[src/design/conv3x3_padded_multichannel_assert.svh]
// Assertion macros for the 3x3 convolution block.
// Used by the top level only; expects aclk and aresetn in scope.
`ifndef CONV3X3_PADDED_MULTICHANNEL_ASSERT_SVH
`define CONV3X3_PADDED_MULTICHANNEL_ASSERT_SVH

// Same-cycle implication.
`define C3PM_ASSERT_NOW(label, ante, cons, msg) \
    label: assert property (@(posedge aclk) disable iff (!aresetn) (ante) |-> (cons)) \
        else $error(msg);

// Next-cycle implication.
`define C3PM_ASSERT_NXT(label, ante, cons, msg) \
    label: assert property (@(posedge aclk) disable iff (!aresetn) (ante) |=> (cons)) \
        else $error(msg);

`endif

[src/design/c3pm_ram.sv]
// Generic single-write, single-read RAM with registered read data.
// No dependencies.
module c3pm_ram #(
    parameter int W = 8,
    parameter int D = 16
) (
    input  logic                 aclk,
    input  logic                 we,
    input  logic [$clog2(D)-1:0] waddr,
    input  logic [W-1:0]         wdata,
    input  logic                 re,
    input  logic [$clog2(D)-1:0] raddr,
    output logic [W-1:0]         rdata
);

    logic [W-1:0] mem [D];

    always_ff @(posedge aclk) begin
        if (we) begin
            mem[waddr] <= wdata;
        end
        if (re) begin
            rdata <= mem[raddr];
        end
    end

endmodule

[config.mk]
export PLATFORM = sky130hd
export DESIGN_NAME = c3pm_ram
export DESIGN_NICKNAME = d
export VERILOG_FILES = /design/src/design/conv3x3_padded_multichannel_assert.svh /design/src/design/c3pm_ram.sv
export SDC_FILE = /design/constraint.sdc
export NUM_CORES = 1
export LEC_CHECK = 0
export BUFFER_PORTS_ARGS = -buffer_cell sky130_fd_sc_hd__buf_4
export CAP_MARGIN = 20
export CORE_AREA = 2 2 111 113
export CTS_BUF_LIST = sky130_fd_sc_hd__clkbuf_16
export CTS_CLUSTER_SIZE = 8
export DETAILED_ROUTE_END_ITERATION = 8
export DIE_AREA = 0 0 113 115
export PLACE_DENSITY = 0.65
export SLEW_MARGIN = 30
export SYNTH_ARGS = -nofsm -noshare
export SYNTH_HDL_FRONTEND = slang
export SYNTH_SLANG_ARGS = --single-unit
[constraint.sdc]
create_clock -name aclk -period 1.9 [get_ports aclk]
set_input_delay 0.19 -clock aclk [delete_from_list [all_inputs] [get_ports aclk]]
set_output_delay 0.19 -clock aclk [all_outputs]
set_load 0.02 [all_outputs]
# Yosys cells after proc, flatten, opt, wreduce, memory -nomap -nowiden
# Memory sizes are Yosys's and may differ from the RTL's. A register that Yosys moved wholly into a read port is not among the register bits.
# Cells that the tools add are included.
[op_classes]
mux = 2
[op_table]
columns = ["operator", "n"]
rows = [
  ["$mux W1", 2],
]
[totals]
elab_cells = 3
n_memories = 1
out_inout_bits = 8
register_bits = 0
in_bits = 19
ramBits = 128
[memory_table]
columns = ["name", "words", "width", "read_ports", "rd_ports_with_merged_regs", "write_ports", "line", "text"]
rows = [
  ["mem", 16, 8, 1, 1, 1, "c3pm_ram.sv:16", "logic [W-1:0] mem [D];"],
]

# Depth between registers and ports, before layout
# Gate-level depths: netlist (run 1).
[depth]
word_depth = 2
mapped_depth = 5
ltp_nobuf = 3

# Least setup slack after synthesis (run 1)
# Ideal clock, no wire load.
[synth_path]
path_type = "input to register"
start = "input port waddr[2]"
end = "memory mem[0][0], enable pin"
setup_ps = 383
stages = 2
n_path_buf = 0
slack_ps = 217
required_time_ps = 1517
t_arrival_ps = 1300
cell_sequence = "or3b_2 nor3_1"
[synth_lines]
columns = ["item", "line", "text"]
rows = [
  ["start: declaration", "c3pm_ram.sv:9", "input logic [$clog2(D)-1:0] waddr,"],
  ["end: declaration", "c3pm_ram.sv:16", ""],
]
# No word-level cell before the write port.

==> summary.md, run 1 <==
| Metric | Value |
|---|---|
| Share of the synthesized area in the top cell type | between 70% and 80% |
| Worst slew pin tran | roughly 0.42 ns |
| Final Cycle Share | between 70 and 80% |
| Number of detailed-route iterations in the first pass | 6 |
| Worst min-delay path category | in2reg |
| Remaining global-route overflow | 0 |
| First-iteration detailed-routing DRC count | roughly 280 |
| Outcome | complete, but fails checks |
| Pin count of the biggest net entering global routing | 17 |
| Post-layout net count | around 310 |
| Max transition margin | ~72% |
| Final hold vios | 0 |
| Clk root buf | clkbuf_16 |
| Cell row count | 40 |
| Flip-flop and latch count after synthesis | roughly 140 |
| Worst clock skew on the final layout | about 0.007 ns |
| H-Tree Depth | 4 |
| RSZ-0062 raised after global routing | no |
| Number of max-cap violations | 0 |
| Worst path cell trace | mux4_1 -> a22oi_1 -> nand2_1 |
| Post-Synth Simple-Gate Area | 3.14% |
| CTS tree | built |
| Minimum period implied by the final worst setup slack | 1.51 ns |
| Worst path max stage delay | 0.50 ns |
| Launch instance of the worst register-to-register path | mem[10][4]$_DFFE_PP_ |
| Depth of the worst hold-timing path | 1 |
| Fraction of synthesized cell area in xor and xnor cells | 0% |
| Reg2reg path depth | 3 |
| Starting utilization of the core area | roughly 44% |
| Final setup violating endpoints | 0 |
| Residual DRC | 4 |
| Hold path startpoint | re |
| Synth Flop Type | edfxtp_1 |
| GRT Util Overall | about 18% |
| Final instance area | between 6000 and 7000 sq um |
| Layout overhead on the synthesized area | 22.3% |
| Ranking of synthesized cells by instance count | edfxtp_1, mux4_2, a22oi_1, mux4_1, nor2_1 |
| Fraction of the mapped netlist area in adder cells | 0% |
| Number of clock sinks seen by CTS | 136 |
| Worst-case hold slack | around 0.074 ns |
| Vias | 2,530 |
| Endpoint kind of the worst setup timing path | register |
| Number of hold buffers added after CTS | 0 |
| Static leakage | between 2 and 2.5 nW |
| Number of global-route vias before repair | 2,542 |
| Instance area after placement | 5770 sq um |
| Max Root-Sink Buffers | 2 |
| Setup slack of the worst register-to-register path | just under 0.4 ns |
| Reg2reg end | rdata[4]$_DFFE_PP_ |
| Critical-path maximum fanout | 1 |
| DRT antenna net count | 0 |
| Inst Count DP | 420 |
| Clock buffers created by TritonCTS | 17 |
| Worst EP arrival | 1.68 ns |
| Initial antenna violation count | 0 |
| Max stage delay cell, worst path | mux4_1 |
| Core box area | approximately 12,000 sq um |
| Floorplan die area | between 10,000 and 15,000 sq um |
| Die width | approximately 110 um |
| Worst setup path category | reg2reg |
| Largest family of logic cells by synthesized area | multiplexers |
| Power Dens Cells | between 1000 and 1500 nW/um^2 |
| Non-Filler Instances | around 450 |
| Post-CTS repair timing setup buffer count | 0 |
| Final weighted congestion in routability-driven placement | around 0.73 |
| Mean instance size in the synthesized netlist | 22.8 sq um |
| Total Wirelength | between 10,000 and 15,000 um |
| Vert. Die Dim | 115 um |
| Aggregate negative setup slack | 0 ns |
| Count of filler cells inserted in the layout | 866 |
| Post-cts sizing count | 0 |
| Number of enable flip-flop cells after synthesis | approximately 140 |
| Clock-pin transition on the worst setup and hold timing paths | ~0.060 ns |
| Syn Nets | between 200 and 250 |
| Port Buffers | 26 |
| Number of library cell types mapped by synthesis | 18 |
| Synthesized instance count | 229 |
| Endpoint required time on the critical path | approximately 2.1 ns |
| Global-route wire length before repair | about 16,000 um |
| Syn Std Cell Area | between 5000 and 6000 sq um |
| Hpwl dp | just under 7000 um |
| Max frequency | 662 MHz |
| Fraction of synthesis flops using an asynchronous set or reset pin | 0% |
| Fraction of layout cells with a size suffix above 1 | 34.4% |
| Portion of the post-synthesis area used by sequential elements | 78.1% |
| Dominant cells by area after synthesis | edfxtp_1, mux4_2, mux4_1, a22oi_1, nor2_1 |
| Post-detailed-route wirelength per cell | 23.5 um |
| Post-synthesis mux area share | between 10% and 20% |
| Number of primary I/O pins | 27 |
| Maximum vdd ir drop | roughly 0.64 mV |
| Clock network latency to the later pin of the worst-skew pair | approximately 0.42 ns |
| Total inserted antenna cells | 0 |
| Worst Hold End | rdata[4]$_DFFE_PP_ |
| Kind of start point of the critical path | register |
| Cell type with the highest aggregate area in the netlist | edfxtp_1 |
| Total number of yosys warnings | 0 |
| Final Max Tran Viols | 0 |
| Failing checks | design-rule violations |
| Compound-cell area share of the yosys netlist | under 10% |
| Ratio of routed vias to standard cells | about 5.6 |
| Library cell with the highest instance count after synthesis | edfxtp_1 |
cell families (layout without fill, tap and decap cells):
group	after synthesis	count (layout)
flip-flops	136	136
multiplexers	32	32
AO/OA/AOI/OAI	16	16
buffers and inverters	10	86
AND/OR/NAND/NOR	35	35
sequential cells by signal (all words and copies together) (netlist names):
signal and count:
rdata 8, mem 128
worst max-delay path: cells and delay by family (launching register included):
kind	cells	cell delay (ns)
multiplexers	1	0.50
flip-flops	1	0.38
AO/OA/AOI/OAI	1	0.30
AND/OR/NAND/NOR	1	0.08
metrics by stage:
stage / total power, mW / worst slack (ns) / util, %
6_report: 7.18 / 0.389 / 54.1
3_5_place_dp: 3.82 / 0.165 / 48.8
2_1_floorplan: 3.65 / 0.217 / -
5_1_grt: 7.41 / 0.338 / 54.1
4_1_cts: 7.24 / 0.383 / 54.1
3_3_place_gp: 3.81 / 0.182 / 48.8
worst max path at each step:
| stage | to | slack (ns) | startpoint |
|---|---|---|---|
| after floorplan | mem[0][0]$_DFFE_PP_ | 0.22 | waddr[2] |
| after global placement | rdata[4]$_DFFE_PP_ | 0.18 | raddr[0] |
| after detailed placement | rdata[4]$_DFFE_PP_ | 0.16 | raddr[0] |
| after CTS | rdata[4]$_DFFE_PP_ | 0.38 | mem[10][4]$_DFFE_PP_ |
| after global routing | rdata[5]$_DFFE_PP_ | 0.34 | mem[1][5]$_DFFE_PP_ |
| final | rdata[4]$_DFFE_PP_ | 0.39 | mem[10][4]$_DFFE_PP_ |
metal layers:
layer,global-route usage (%),routed length (um),vias to the layer above
li1,-,-,1107
met1,25.8,4430,1298
met2,26.0,5010,109
met3,5.69,942,16
met4,7.97,215,0
met5,0,0,-
cell type report:
cell class	instances	area [sq um]	area share [%]
Clock inverter	15	201	3.15
Timing Repair Buffer	54	443	6.93
Sequential cell	136	4080	63.9
Multi-Input combinational cell	83	1060	16.5
Tap cell	147	184	2.88
Clock buffer	17	425	6.65
where the power goes:
part | switching, mW | leakage, nW | internal (mW)
sequential | 0.0176 | 1.24 | 3.38
combinational | 0.195 | 0.657 | 0.162
clock | 1.23 | 0.300 | 2.20
total | 1.44 | 2.19 | 5.74
placed cells by master, fill, tap and decap left out:
cell type,n
or3b_2,1
mux4_2,18
clkinv_4,3
and2_1,1
clkinvlp_4,3
nor2_1,13
buf_12,3
edfxtp_1,136
nand3_1,1
mux4_1,14
clkinv_2,3
a22oi_1,16
inv_6,2
buf_4,51
nor2b_1,1
bufinv_16,4
clkbuf_16,17
nand3b_1,2
nor3_1,4
nand2b_1,2
nand2_1,9
and2b_1,1
(Power assumes the default switching activity.)
==> run 2, diff against run 1 <==
==> constraint.sdc (replaced) <==
create_clock -name aclk -period 1.5 [get_ports aclk]
set_input_delay 0.15 -clock aclk [delete_from_list [all_inputs] [get_ports aclk]]
set_output_delay 0.15 -clock aclk [all_outputs]
set_load 0.02 [all_outputs]
==> run 2 against run 1 <==
  * The flow still finishes with violations (design-rule violations)
  * Total power is 23% higher
  * Utilization barely moved
  * Clock skew increased by 0.0025 ns
  * Hold slack got worse by 0.029 ns
  * Worst setup slack worse by 0.33 ns
  * Register-to-register slack worse by 0.33 ns
  * Critical path type unchanged
  * Critical endpoint unchanged
  * Highest routed layer unchanged
==> summary.md, run 2 (synthesis results as in run 1) <==
| Metric | Value |
|---|---|
| Endpoint kind of the worst setup timing path | register (unchanged) |
| Number of clock sinks seen by CTS | 136 (unchanged) |
| Instance area after placement | 5800 sq um (was 5770 sq um) |
| Post-layout net count | 314 (was 311) |
| Cell row count | 40 (unchanged) |
| Endpoint required time on the critical path | 1.65 ns (was 2.07 ns) |
| H-Tree Depth | 4 (unchanged) |
| Number of detailed-route iterations in the first pass | 6 (unchanged) |
| Outcome | complete, but fails checks (unchanged) |
| Number of hold buffers added after CTS | 0 (unchanged) |
| GRT Util Overall | 16.9% (was 18.1%) |
| Worst setup path category | reg2reg (unchanged) |
| Worst min-delay path category | in2reg (unchanged) |
| Final setup violating endpoints | 0 (unchanged) |
| Residual DRC | 3 (was 4) |
| Final hold vios | 0 (unchanged) |
| Number of max-cap violations | 0 (unchanged) |
| Maximum vdd ir drop | 0.835 mV (was 0.636 mV) |
| Register bank with the most flops | mem (unchanged) |
| Kind of start point of the critical path | register (unchanged) |
| Power Dens Cells | 1380 nW/um^2 (was 1120 nW/um^2) |
| Final instance area | 6390 sq um (about the same) |
| Fraction of layout cells with a size suffix above 1 | 35.1% (was 34.4%) |
| Flip-flop count of the largest register after layout | 128 (unchanged) |
| Number of primary I/O pins | 27 (unchanged) |
| Final Cycle Share | 96.1% (was 79.5%) |
| Critical-path maximum fanout | 1 (unchanged) |
| Starting utilization of the core area | 44.3% (unchanged) |
| Failing checks | design-rule violations (unchanged) |
| Initial antenna violation count | 0 (unchanged) |
| Clock-pin transition on the worst setup and hold timing paths | 0.06 ns (about the same) |
| Post-detailed-route wirelength per cell | 21.9 um (was 23.5 um) |
| Vert. Die Dim | 115 um (unchanged) |
| Remaining global-route overflow | 0 (unchanged) |
| Non-Filler Instances | 455 (was 452) |
| Die width | 113 um (unchanged) |
| Final Max Tran Viols | 0 (unchanged) |
| Minimum period implied by the final worst setup slack | 1.44 ns (was 1.51 ns) |
| CTS tree | built (unchanged) |
| Max frequency | 694 MHz (was 662 MHz) |
| Port Buffers | 26 (unchanged) |
| Vias | 2,509 (was 2,530) |
| Count of filler cells inserted in the layout | 906 (was 866) |
| Final weighted congestion in routability-driven placement | 0.790 (was 0.733) |
| Floorplan die area | 13,000 sq um (unchanged) |
| Total inserted antenna cells | 0 (unchanged) |
| Pin count of the biggest net entering global routing | 18 (was 17) |
| Max Root-Sink Buffers | 2 (unchanged) |
| Most common cell after layout, fill and taps aside | edfxtp_1 (unchanged) |
| Clk root buf | clkbuf_16 (unchanged) |
| Total Wirelength | 9960 um (was 10,600 um) |
| Worst EP arrival | 1.60 ns (was 1.68 ns) |
| Largest regs | mem (128), rdata (8) (unchanged) |
| Worst clock skew on the final layout | 0.00937 ns (was 0.00685 ns) |
| Inst Count DP | 423 (was 420) |
| RSZ-0062 raised after global routing | no (unchanged) |
| DRT antenna net count | 0 (unchanged) |
| Hpwl dp | 6720 um (was 6750 um) |
| Max transition margin | 48.4% (was 71.9%) |
| Global-route wire length before repair | 15,600 um (was 16,100 um) |
| Clock buffers created by TritonCTS | 17 (unchanged) |
| Layout overhead on the synthesized area | 22.3% (about the same) |
| Ratio of routed vias to standard cells | 5.51 (was 5.60) |
| Clock network latency to the later pin of the worst-skew pair | 0.41 ns (was 0.42 ns) |
| Core box area | 11,800 sq um (unchanged) |
| Number of global-route vias before repair | 2,584 (was 2,542) |
| Worst slew pin tran | 0.772 ns (was 0.422 ns) |
| First-iteration detailed-routing DRC count | 182 (was 281) |
| Highest-count cells in the layout ignoring fill and taps | edfxtp_1, buf_4, mux4_2 (unchanged) |
| Static leakage | 2.21 nW (was 2.19 nW) |
run 2: changes by cell type in the layout (fill, tap and decap cells not counted):
cell,previous run,this run
a22oi_1,16,14
inv_1,0,3
clkinv_4,3,2
nor3_2,0,1
inv_6,2,1
buf_4,51,54
clkinvlp_4,3,2
bufinv_16,4,3
a22oi_2,0,2
clkinv_2,3,4
nor3_1,4,3
run 2: where the power goes:
group,switching (mW),internal (mW),leakage [nW],total [mW]
logic,0.244,0.209,0.673,0.453
clock network,1.49,2.59,0.297,4.08
registers,0.0251,4.28,1.24,4.31
total,1.76,7.08,2.21,8.84
run 2: critical path, stage by stage, from the launching register on:
cell and delay [ns]:
edfxtp_1 0.35, mux4_1 0.51, a22oi_1 0.26, nand2_1 0.07
run 2: routing by layer:
metal | up-vias | GRT usage (%) | routed length [um]
met3 | 12 | 4.06 | 394
li1 | 1118 | - | -
met1 | 1316 | 22.1 | 4320
met5 | - | 0 | 0
met2 | 63 | 27.4 | 5080
met4 | 0 | 7.48 | 173
run 2: layout make-up:
cell class	instances	area, sq um	area share (%)
Tap cell	147	184	2.88
Timing Repair Buffer	57	465	7.28
Multi-Input combinational cell	83	1070	16.8
Clock inverter	15	163	2.54
Clock buffer	17	425	6.65
Sequential cell	136	4080	63.9
run 2: through the flow:
stage                     utilization [%]  setup WS [ns]  setup TNS (ns)  power [mW]  hold slack [ns]
after floorplan                         -         0.0676               0        4.62            0.249
after global placement               49.1         -0.226           -1.01        4.83            0.455
after detailed placement             49.1         -0.233           -1.11        4.84            0.462
after CTS                            54.1         0.0331               0        8.93           0.0266
after global routing                 54.1         0.0107               0        9.13           0.0420
final                                54.1         0.0585               0        8.84           0.0443
run 2: path summary, 6_finish.rpt:
path / startpoint / end / slack, ns / cells after the start
setup / recovery: mem[9][4]$_DFFE_PP_ / rdata[4]$_DFFE_PP_ / 0.06 / 3
hold / removal: wdata[1] / mem[14][1]$_DFFE_PP_ / 0.04 / 1
setup reg to reg: mem[9][4]$_DFFE_PP_ / rdata[4]$_DFFE_PP_ / 0.06 / 3
hold reg to reg: mem[14][3]$_DFFE_PP_ / rdata[3]$_DFFE_PP_ / 0.76 / 3
run 2: timing repair:
action / 4_1_cts / 5_1_grt
gates resized for setup: 1 / 1
hold endpoints to repair: 0 / 0
setup buffers: 0 / 0
setup endpoints to repair: 1 / 1
==> run 3, diff against run 2 <==
--- a/config.mk
+++ b/config.mk
@@ -13,6 +13,7 @@
 export DETAILED_ROUTE_END_ITERATION = 8
 export DIE_AREA = 0 0 113 115
 export PLACE_DENSITY = 0.65
+export RECOVER_POWER = 50
 export SLEW_MARGIN = 30
 export SYNTH_ARGS = -nofsm -noshare
 export SYNTH_HDL_FRONTEND = slang
==> run 3 against run 2 <==
  * Via count is 1.1% higher
  * Clock skew hardly changed
  * Non-clock buffer count stayed put
  * Critical path type unchanged
  * Critical path depth stayed put
  * Fmax is 0.14% higher
  * Cell count stayed put
  * Hold slack better by 0.18 ns
  * The flow still finishes with violations (design-rule violations)
  * Sequential share of layout area is 0.42 points higher
  * Worst setup slack better by 0.0021 ns
  * Largest cell class unchanged
==> summary.md, run 3 (synthesis results as in run 1) <==
| Metric | Value |
|---|---|
| Net switching share of the total power | 19.9% (about the same) |
| Fraction of layout cells with a size suffix above 1 | 31.5% (was 35.1%) |
| Max frequency | 695 MHz (was 694 MHz) |
| Worst clock skew on the final layout | 0.00975 ns (was 0.00937 ns) |
| Layer with the highest usage | met2 (unchanged) |
| Hpwl dp | 6720 um (unchanged) |
| Final setup violating endpoints | 0 (unchanged) |
| Cell row count | 40 (unchanged) |
| Endpoint required time on the critical path | 1.65 ns (about the same) |
| Final weighted congestion in routability-driven placement | 0.790 (unchanged) |
| Number of hold buffers added after CTS | 0 (unchanged) |
| Number of primary I/O pins | 27 (unchanged) |
| Minimum period implied by the final worst setup slack | 1.44 ns (about the same) |
| Total inserted antenna cells | 0 (unchanged) |
| Number of max-cap violations | 0 (unchanged) |
| Post-cts sizing count | 1 (unchanged) |
| Clock network latency to the later pin of the worst-skew pair | 0.41 ns (about the same) |
| Global-route wire length before repair | 15,600 um (unchanged) |
| Final Cycle Share | 96.0% (was 96.1%) |
| GRT Util Overall | 16.9% (unchanged) |
| Final Max Tran Viols | 0 (unchanged) |
| Static leakage | 2.17 nW (was 2.21 nW) |
| Post-detailed-route wirelength per cell | 22.0 um (was 21.9 um) |
| Clock-pin transition on the worst setup and hold timing paths | 0.06 ns (about the same) |
| Clock buffers created by TritonCTS | 17 (unchanged) |
| Port Buffers | 26 (unchanged) |
| Endpoint kind of the worst setup timing path | register (unchanged) |
| Highest-count cells in the layout ignoring fill and taps | edfxtp_1, buf_4, mux4_2 (unchanged) |
| Worst path max stage delay | 0.51 ns (about the same) |
| First-iteration detailed-routing DRC count | 171 (was 182) |
| Number of global-route vias before repair | 2,584 (unchanged) |
| Total power | 8.83 mW (was 8.84 mW) |
| Ratio of routed vias to standard cells | 5.58 (was 5.51) |
| H-Tree Depth | 4 (unchanged) |
| Failing checks | design-rule violations (unchanged) |
| Layout overhead on the synthesized area | 21.5% (was 22.3%) |
| Kind of start point of the critical path | register (unchanged) |
| Residual DRC | 3 (unchanged) |
| Remaining global-route overflow | 0 (unchanged) |
| Max stage delay cell, worst path | mux4_2 (was mux4_1) |
| Vias | 2,537 (was 2,509) |
| Worst setup path category | reg2reg (unchanged) |
| Max transition margin | 48.5% (was 48.4%) |
| CTS tree | built (unchanged) |
| Worst min-delay path category | in2reg (unchanged) |
| DRT antenna net count | 0 (unchanged) |
| Worst EP arrival | 1.59 ns (was 1.60 ns) |
| Largest regs | mem (128), rdata (8) (unchanged) |
| Starting utilization of the core area | 44.3% (unchanged) |
| Critical-path maximum fanout | 1 (unchanged) |
| Count of filler cells inserted in the layout | 916 (was 906) |
| P_sw | 1.76 mW (about the same) |
| Power Dens Cells | 1390 nW/um^2 (was 1380 nW/um^2) |
| Total Wirelength | 10,000 um (was 9960 um) |
| Worst slew pin tran | 0.771 ns (was 0.772 ns) |
| Design internal power | 7.07 mW (was 7.08 mW) |
| Post-layout net count | 314 (unchanged) |
| Max Root-Sink Buffers | 2 (unchanged) |
| Outcome | complete, but fails checks (unchanged) |
| Initial antenna violation count | 0 (unchanged) |
| Maximum vdd ir drop | 0.835 mV (about the same) |
| Met3 track utilization from global routing | 4.06% (unchanged) |
| Final hold vios | 0 (unchanged) |
| Number of clock sinks seen by CTS | 136 (unchanged) |
| Register share of total power | 48.8% (was 48.7%) |
| Post-CTS repair timing setup buffer count | 0 (unchanged) |
| Flip-flop count of the largest register after layout | 128 (unchanged) |
| Clock network power share | 46.2% (was 46.1%) |
| RSZ-0062 raised after global routing | no (unchanged) |
| Combinational cell fraction of total power | 5.0% (was 5.1%) |
| M2 GR Usage | 27.4% (unchanged) |
| Clk root buf | clkbuf_16 (unchanged) |
| Met1 routing resource usage after global routing | 22.1% (unchanged) |
| Worst path cell trace | mux4_2 -> a22oi_1 -> nand2_1 (was mux4_1 -> a22oi_1 -> nand2_1) |
| Die width | 113 um (unchanged) |
| Core box area | 11,800 sq um (unchanged) |
| Pin count of the biggest net entering global routing | 18 (unchanged) |
| Vert. Die Dim | 115 um (unchanged) |
| Number of detailed-route iterations in the first pass | 6 (unchanged) |
| Floorplan die area | 13,000 sq um (unchanged) |
| Worst-case hold slack | 0.221 ns (was 0.0443 ns) |
| Most common cell after layout, fill and taps aside | edfxtp_1 (unchanged) |
| Register bank with the most flops | mem (unchanged) |
## run 3: changes by cell type in the layout (fill, tap and decap cells not counted), sizes merged
cell,previous run,this run
buf,57,46
clkbuf,17,28
## run 3: cell type report
class | instances | area (sq um) | area share (%)
flip-flops and latches | 136 | 4080 | 64.3
clock buffers | 17 | 425 | 6.70
repair buffers | 57 | 424 | 6.68
clock inverters | 15 | 163 | 2.56
multi-input cells | 83 | 1070 | 16.9
well taps | 147 | 184 | 2.90
## run 3: metrics by stage
stage               setup WS, ns  setup TNS (ns)  area [sq um]  instances  util, %
detailed placement        -0.233           -1.11          5800        423     49.1
CTS                       0.0331               0          6390        455     54.1
global route              0.0107               0          6350        455     53.8
global placement          -0.226           -1.01          5800        423     49.1
finish                    0.0606               0          6350        455     53.8
floorplan                 0.0676               0          5230        229        -
## run 3: worst paths after layout
path | to | startpoint | slack, ns | cells after the start
setup reg to reg | rdata[6]$_DFFE_PP_ | mem[15][6]$_DFFE_PP_ | 0.06 | 3
hold / removal | rdata[4]$_DFFE_PP_ | re | 0.22 | 1
hold reg to reg | rdata[3]$_DFFE_PP_ | mem[14][3]$_DFFE_PP_ | 0.76 | 3
setup / recovery | rdata[6]$_DFFE_PP_ | mem[15][6]$_DFFE_PP_ | 0.06 | 3
## run 3: layer usage
metal | routed length [um] | part of all wire, % | up-vias
met5 | 0 | 0 | -
met1 | 4300 | 43 | 1337
li1 | - | - | 1120
met3 | 414 | 4.1 | 14
met4 | 193 | 1.9 | 0
met2 | 5100 | 51 | 66
## run 3: worst max-delay path: cells and delay by family (launching register included)
family           cells  cell delay (ns)
multiplexers         1             0.51
AO/OA/AOI/OAI        1             0.20
flip-flops           1             0.40
AND/OR/NAND/NOR      1             0.07
## run 3: power by group through the flow
stage          combinational (mW)  sequential (mW)  clock [mW]
5_1_grt                     0.476             4.32        4.33
4_1_cts                     0.459             4.31        4.16
3_3_place_gp                0.449             4.38           0
6_report                    0.441             4.31        4.08
2_1_floorplan               0.216             4.40           0
3_5_place_dp                0.457             4.39           0
